$ cat src/rtl/hgcs_pkg.sv
`timescale 1ns / 1ps
// Shared types and constants for the HSV gradient color shift block.
package hgcs_pkg;

	localparam int CHANNEL_FRAC_BITS_DEF = 12;

	// Configuration register indexes
	localparam logic REG_START_COLOR  = 1'b0;
	localparam logic REG_TARGET_COLOR = 1'b1;

	// Hue in degrees with 16 fraction bits
	localparam int HUE_W = 25;
	localparam logic [HUE_W-1:0] DEG60  = 25'd3932160;
	localparam logic [HUE_W-1:0] DEG120 = 25'd7864320;
	localparam logic [HUE_W-1:0] DEG180 = 25'd11796480;
	localparam logic [HUE_W-1:0] DEG240 = 25'd15728640;
	localparam logic [HUE_W-1:0] DEG300 = 25'd19660800;
	localparam logic [HUE_W-1:0] DEG360 = 25'd23592960;

	// Q0.16 unit values hold 0..65536
	localparam int UNIT_W = 17;

	typedef struct packed {
		logic        [HUE_W-1:0]  hue_base;
		logic signed [HUE_W-1:0]  hue_delta;
		logic        [UNIT_W-1:0] sat_base;
		logic signed [UNIT_W:0]   sat_delta;
		logic        [UNIT_W-1:0] val_base;
		logic signed [UNIT_W:0]   val_delta;
	} hgcs_hsv_t;

endpackage

$ cat src/rtl/hgcs_hsv_calc.sv
`timescale 1ns / 1ps
// Serial RGB to HSV conversion of the two configured colors, one quotient bit per cycle.
module hgcs_hsv_calc import hgcs_pkg::*; (
	input  logic            clk,
	input  logic            arst_n,
	input  logic            go,
	input  logic [23:0]     start_color,
	input  logic [23:0]     target_color,
	output logic            busy,
	output hgcs_hsv_t       hsv
);

	localparam int DIV_W = 33;
	localparam int CNT_W = $clog2(DIV_W + 1);
	localparam int SLOTS = 6;
	localparam int STEP_W = 3;

	localparam logic [STEP_W-1:0] SLOT_VS = 3'd0;
	localparam logic [STEP_W-1:0] SLOT_SS = 3'd1;
	localparam logic [STEP_W-1:0] SLOT_HS = 3'd2;
	localparam logic [STEP_W-1:0] SLOT_VT = 3'd3;
	localparam logic [STEP_W-1:0] SLOT_ST = 3'd4;
	localparam logic [STEP_W-1:0] SLOT_HT = 3'd5;

	typedef enum logic [1:0] {ST_IDLE, ST_LOAD, ST_RUN, ST_FIN} state_t;

	state_t             state_q;
	logic [STEP_W-1:0]  step_q;
	logic [CNT_W-1:0]   cnt_q;
	logic [7:0]         rem_q;
	logic [DIV_W-1:0]   quo_q;
	logic [7:0]         div_q;
	logic [HUE_W-1:0]   res_q [SLOTS];

	logic [23:0]        col;
	logic [7:0]         r, g, b, mx, mn, dl;
	logic signed [11:0] n;
	logic [DIV_W-1:0]   dividend;
	logic [7:0]         divisor;
	logic [8:0]         trial;
	logic               qbit;
	logic signed [HUE_W:0] hd;
	logic signed [HUE_W:0] hd_fold;

	assign col = (step_q < SLOT_VT) ? start_color : target_color;
	assign r = col[23:16];
	assign g = col[15:8];
	assign b = col[7:0];

	always_comb begin
		mx = r;
		mn = r;
		if (g > mx) mx = g;
		if (b > mx) mx = b;
		if (g < mn) mn = g;
		if (b < mn) mn = b;
		dl = mx - mn;
		// sector numerator, ties go red then green
		if (mx == r) begin
			n = $signed({4'b0, g}) - $signed({4'b0, b});
			if (n < 0) n = n + $signed({4'b0, dl}) * 12'sd6;
		end else if (mx == g) begin
			n = $signed({4'b0, b}) - $signed({4'b0, r}) + $signed({3'b0, dl, 1'b0});
		end else begin
			n = $signed({4'b0, r}) - $signed({4'b0, g}) + $signed({2'b0, dl, 2'b0});
		end
		unique case (step_q) inside
			SLOT_SS, SLOT_ST: begin
				dividend = {1'b0, dl, 16'b0};
				divisor  = mx;
			end
			default: begin
				dividend = DIV_W'(DEG60 * n[10:0]);
				divisor  = dl;
			end
		endcase
	end

	assign trial = {rem_q, quo_q[DIV_W-1]};
	assign qbit  = (trial >= {1'b0, div_q});

	assign hd = $signed({1'b0, res_q[SLOT_HT]}) - $signed({1'b0, res_q[SLOT_HS]});
	always_comb begin
		if (hd > $signed({1'b0, DEG180}))
			hd_fold = hd - $signed({1'b0, DEG360});
		else if (hd < -$signed({1'b0, DEG180}))
			hd_fold = hd + $signed({1'b0, DEG360});
		else
			hd_fold = hd;
	end

	assign busy = (state_q != ST_IDLE);

	always_ff @(posedge clk or negedge arst_n) begin
		if (!arst_n) begin
			state_q <= ST_IDLE;
			step_q  <= '0;
			cnt_q   <= '0;
			rem_q   <= '0;
			quo_q   <= '0;
			div_q   <= '0;
			hsv     <= '0;
			for (int i = 0; i < SLOTS; i++) res_q[i] <= '0;
		end else if (go) begin
			state_q <= ST_LOAD;
			step_q  <= '0;
		end else begin
			unique case (state_q)
				ST_IDLE: ;
				ST_LOAD: begin
					if (step_q == SLOT_VS || step_q == SLOT_VT) begin
						// max * 65536 / 255 is max * 257, plus one at full scale
						res_q[step_q] <= HUE_W'({mx, mx}) + HUE_W'(mx == 8'hFF);
						step_q        <= step_q + 1'b1;
					end else begin
						quo_q   <= dividend;
						rem_q   <= '0;
						div_q   <= divisor;
						cnt_q   <= '0;
						state_q <= ST_RUN;
					end
				end
				ST_RUN: begin
					if (cnt_q == CNT_W'(DIV_W)) begin
						// quotient complete; gray colors give zero hue and saturation
						res_q[step_q] <= (div_q == 8'd0) ? '0 : quo_q[HUE_W-1:0];
						if (step_q == SLOT_HT) begin
							state_q <= ST_FIN;
						end else begin
							step_q  <= step_q + 1'b1;
							state_q <= ST_LOAD;
						end
					end else begin
						rem_q <= qbit ? 8'(trial - {1'b0, div_q}) : trial[7:0];
						quo_q <= {quo_q[DIV_W-2:0], qbit};
						cnt_q <= cnt_q + 1'b1;
					end
				end
				ST_FIN: begin
					hsv.hue_base  <= res_q[SLOT_HS];
					hsv.hue_delta <= hd_fold[HUE_W-1:0];
					hsv.sat_base  <= res_q[SLOT_SS][UNIT_W-1:0];
					hsv.sat_delta <= $signed({1'b0, res_q[SLOT_ST][UNIT_W-1:0]})
						- $signed({1'b0, res_q[SLOT_SS][UNIT_W-1:0]});
					hsv.val_base  <= res_q[SLOT_VS][UNIT_W-1:0];
					hsv.val_delta <= $signed({1'b0, res_q[SLOT_VT][UNIT_W-1:0]})
						- $signed({1'b0, res_q[SLOT_VS][UNIT_W-1:0]});
					state_q <= ST_IDLE;
				end
				default: state_q <= ST_IDLE;
			endcase
		end
	end

endmodule

$ cat config.mk
export PLATFORM = sky130hd
export DESIGN_NAME = hgcs_hsv_calc
export DESIGN_NICKNAME = d
export VERILOG_FILES = /design/src/rtl/hgcs_pkg.sv /design/src/rtl/hgcs_hsv_calc.sv
export SDC_FILE = /design/constraint.sdc
export NUM_CORES = 1
export LEC_CHECK = 0
export BUFFER_PORTS_ARGS = -buffer_cell sky130_fd_sc_hd__buf_2
export CAP_MARGIN = 20
export CORE_MARGIN = 4
export CORE_UTILIZATION = 30
export CTS_CLUSTER_DIAMETER = 60
export DETAILED_ROUTE_END_ITERATION = 16
export GPL_TIMING_DRIVEN = 0
export PLACE_DENSITY_LB_ADDON = 0.12
export SYNTH_ARGS = -nofsm -noshare
export SYNTH_HDL_FRONTEND = slang
export SYNTH_SLANG_ARGS = --single-unit
$ cat constraint.sdc
create_clock -name clk -period 20.3 [get_ports clk]
set_input_delay 1.015 -clock clk [delete_from_list [all_inputs] [get_ports clk]]
set_output_delay 1.015 -clock clk [all_outputs]
set_load 0.005 [all_outputs]
==> metrics <==
outcome completed; Final Worst Setup Slack 5.931 ns; setup TNS 0 ns; async set-reset flop share out of synthesis 1.000; synth unique cells 86; die height 271.7 microns; total I/O pin count 172; initial antenna violation count 1; Critical Path Fanout Max 10; area of the core 68,710 sq um; worst min path class input pin to async pin; final hold vios 0; MaxCap Viol Count 0; Tcrit/Tclk final 0.7078; die area 73,800 sq um; fmax 69.59 MHz; H-tree levels 2; Final min period 14.37 ns; GRT overflow 0; setup slack at placement 6.090 ns; Cell Area, Placed 23,020 sq um; Post-Route WL 67,290 microns; fillers 7,279; Initial Util 0.3036; Avg Cell Area, Syn 8.440 sq um; TritonCTS Buffers 38; Setup CP Type flip-flop to flip-flop; top_reg_cell synth dfrtp_1; # setup viols final 0; Post-CTS Hold Fix Bufs 0; largest net degree at the start of global routing 96; slew margin rel. 0.1411; Syn Std Cell Area 20,860 sq um; synthesized instance count 2,471; post-route antenna net violation count 0; Post-DP HPWL 53,630 microns; Slew Viols, Final 0; Critical-path top delay cell fa_1; Clock transition at path regs 0.06 ns; sequential area share after synthesis 0.3575; DR vias 18,170; share of layout cells above drive strength 1 0.1103; WP data arrival 14.78 ns; routed vias/inst 4.990; drt first pass iters 5; nets 2,932; Clock Root Buffer clkbuf_16; crit path launch type flip-flop; worst path required time 20.71 ns; RSZ-0062 raised after global routing no; first-pass GRT wire length 106,200 microns; Max Root-Sink Buffers 3; setup bufs post-CTS 0; # DRC 0; CP Capture Type flip-flop; clk_lat worst skew 0.55 ns; Final Util 0.3534; Layout Skew 0.01627 ns; Critical Path Max Stage Delay 0.55 ns; register area 7457 sq um; synthesis-to-finish area growth 16.41%; design area 24,280 sq um; yosys synthesis warning count 0; clk sinks 298; initial DRC count 1,011; routability cong. 0.8780; post_cts resized 0; gr usage total 0.1800; # rows 96; Synth Net Count 2,714; port bufs 170; DR WL/cell 18.48 microns; Worst-Margin Slew 1.288 ns; Post-synth EDFFs 0; Multi-input gate area 12,140 sq um; CP dominant cell by count a21oi_1; number of global-route vias before repair 18,240; die width 271.7 microns; CTS tree done; post-synthesis sequential element count 298
==> cell usage in the layout (no fill, tap or decap), types with 16 or more instances in the layout <==
cell type / Yosys / final
o31ai_1: 40 / 40
clkbuf_1: 90 / 94
a22oi_1: 23 / 23
nand2b_1: 27 / 27
nand2_1: 407 / 407
mux2i_1: 32 / 32
a21o_1: 45 / 45
a31oi_1: 16 / 16
and3_1: 19 / 19
ha_1: 165 / 165
xor2_1: 42 / 42
nor2b_1: 24 / 24
a21oi_1: 147 / 147
fa_1: 27 / 27
inv_1: 217 / 217
xnor2_1: 84 / 84
dfrtp_1: 298 / 298
mux2_2: 17 / 17
a21boi_0: 24 / 24
nand3_1: 28 / 28
clkbuf_16: 0 / 39
nor2_1: 133 / 133
nor3_1: 25 / 25
buf_2: 4 / 173
o21ai_0: 305 / 305
==> critical path, delay by kind of cell, from the launching register on <==
family,cells,cell delay (ns)
fa+ha+maj,9,3.25
mux,2,0.77
xor+xnor,2,0.32
flops,1,0.39
compound gates,21,4.65
buf+inv,12,2.60
simple gates,12,2.18
==> final timing paths <==
path | from | slack (ns) | end | cells past startpoint
max | step_q[1] | 5.93 | quo_q[32] | 58
min | arst_n | 0.37 | hsv[67] | 1
max reg2reg | step_q[1] | 5.93 | quo_q[32] | 58
min reg2reg | hsv[84] | 0.46 | hsv[84] | 2
max in group asynchronous | arst_n | 18.34 | rem_q[1] | 4
min in group clk | hsv[84] | 0.46 | hsv[84] | 2
==> cell families after synthesis <==
logic type               count (synthesis)  share of synthesized area
buffers and inverters                  327                    0.06035
XOR/XNOR                               129                    0.05615
AO/OA/AOI/OAI                          722                     0.2122
AND/OR/NAND/NOR                        746                     0.1601
flip-flops                             298                     0.3575
multiplexers                            51                    0.02586
adder cells (fa/ha/maj)                198                     0.1278
==> registers in the layout, summed over array words and instances, names as in the netlist <==
register  count
cnt_q         6
div_q         8
res_q       118
rem_q         8
state_q       2
step_q        3
quo_q        33
hsv         120
==> cell usage after synthesis, drive strengths merged (34+ instances only) <==
master  number  area [sq um]
o31ai       41         312.8
nand2      407          1528
o21ai      309          1554
mux2i       34         347.8
inv        223         837.1
dfrtp      298          7457
xnor2       84         735.7
ha         165          2064
clkbuf      90         337.8
a21oi      150         762.0
xor2        42         367.9
nor2       133         499.2
a21o        45         337.8
==> area by class of cell <==
class,count,share of cell area
clock buffers,48,0.04365
multi-input cells,1846,0.5000
well taps,931,0.04798
diodes,1,0.0001031
inverters,224,0.03463
repair buffers,178,0.04102
plain buffers,103,0.01721
clock inverters,13,0.008245
flip-flops and latches,298,0.3071
==> per-layer routing <==
layer | track usage | up-vias | wire length, microns
li1 | - | 8970 | -
met1 | 0.2406 | 8737 | 31160
met2 | 0.3112 | 380 | 32120
met3 | 0.02104 | 85 | 2514
met4 | 0.04420 | 0 | 1503
met5 | 0 | - | 0
==> through the flow <==
step | cells | hold WS [ns]
2_1_floorplan | 2471 | 0.4444
3_3_place_gp | 3572 | 0.4558
3_5_place_dp | 3580 | 0.4595
4_1_cts | 3641 | 0.3461
5_1_grt | 3641 | 0.3772
6_report | 3642 | 0.3652
Power is left out: the tool's default activity adds up to more than one toggle a clock period on the data nets, which glitch-free logic cannot reach.
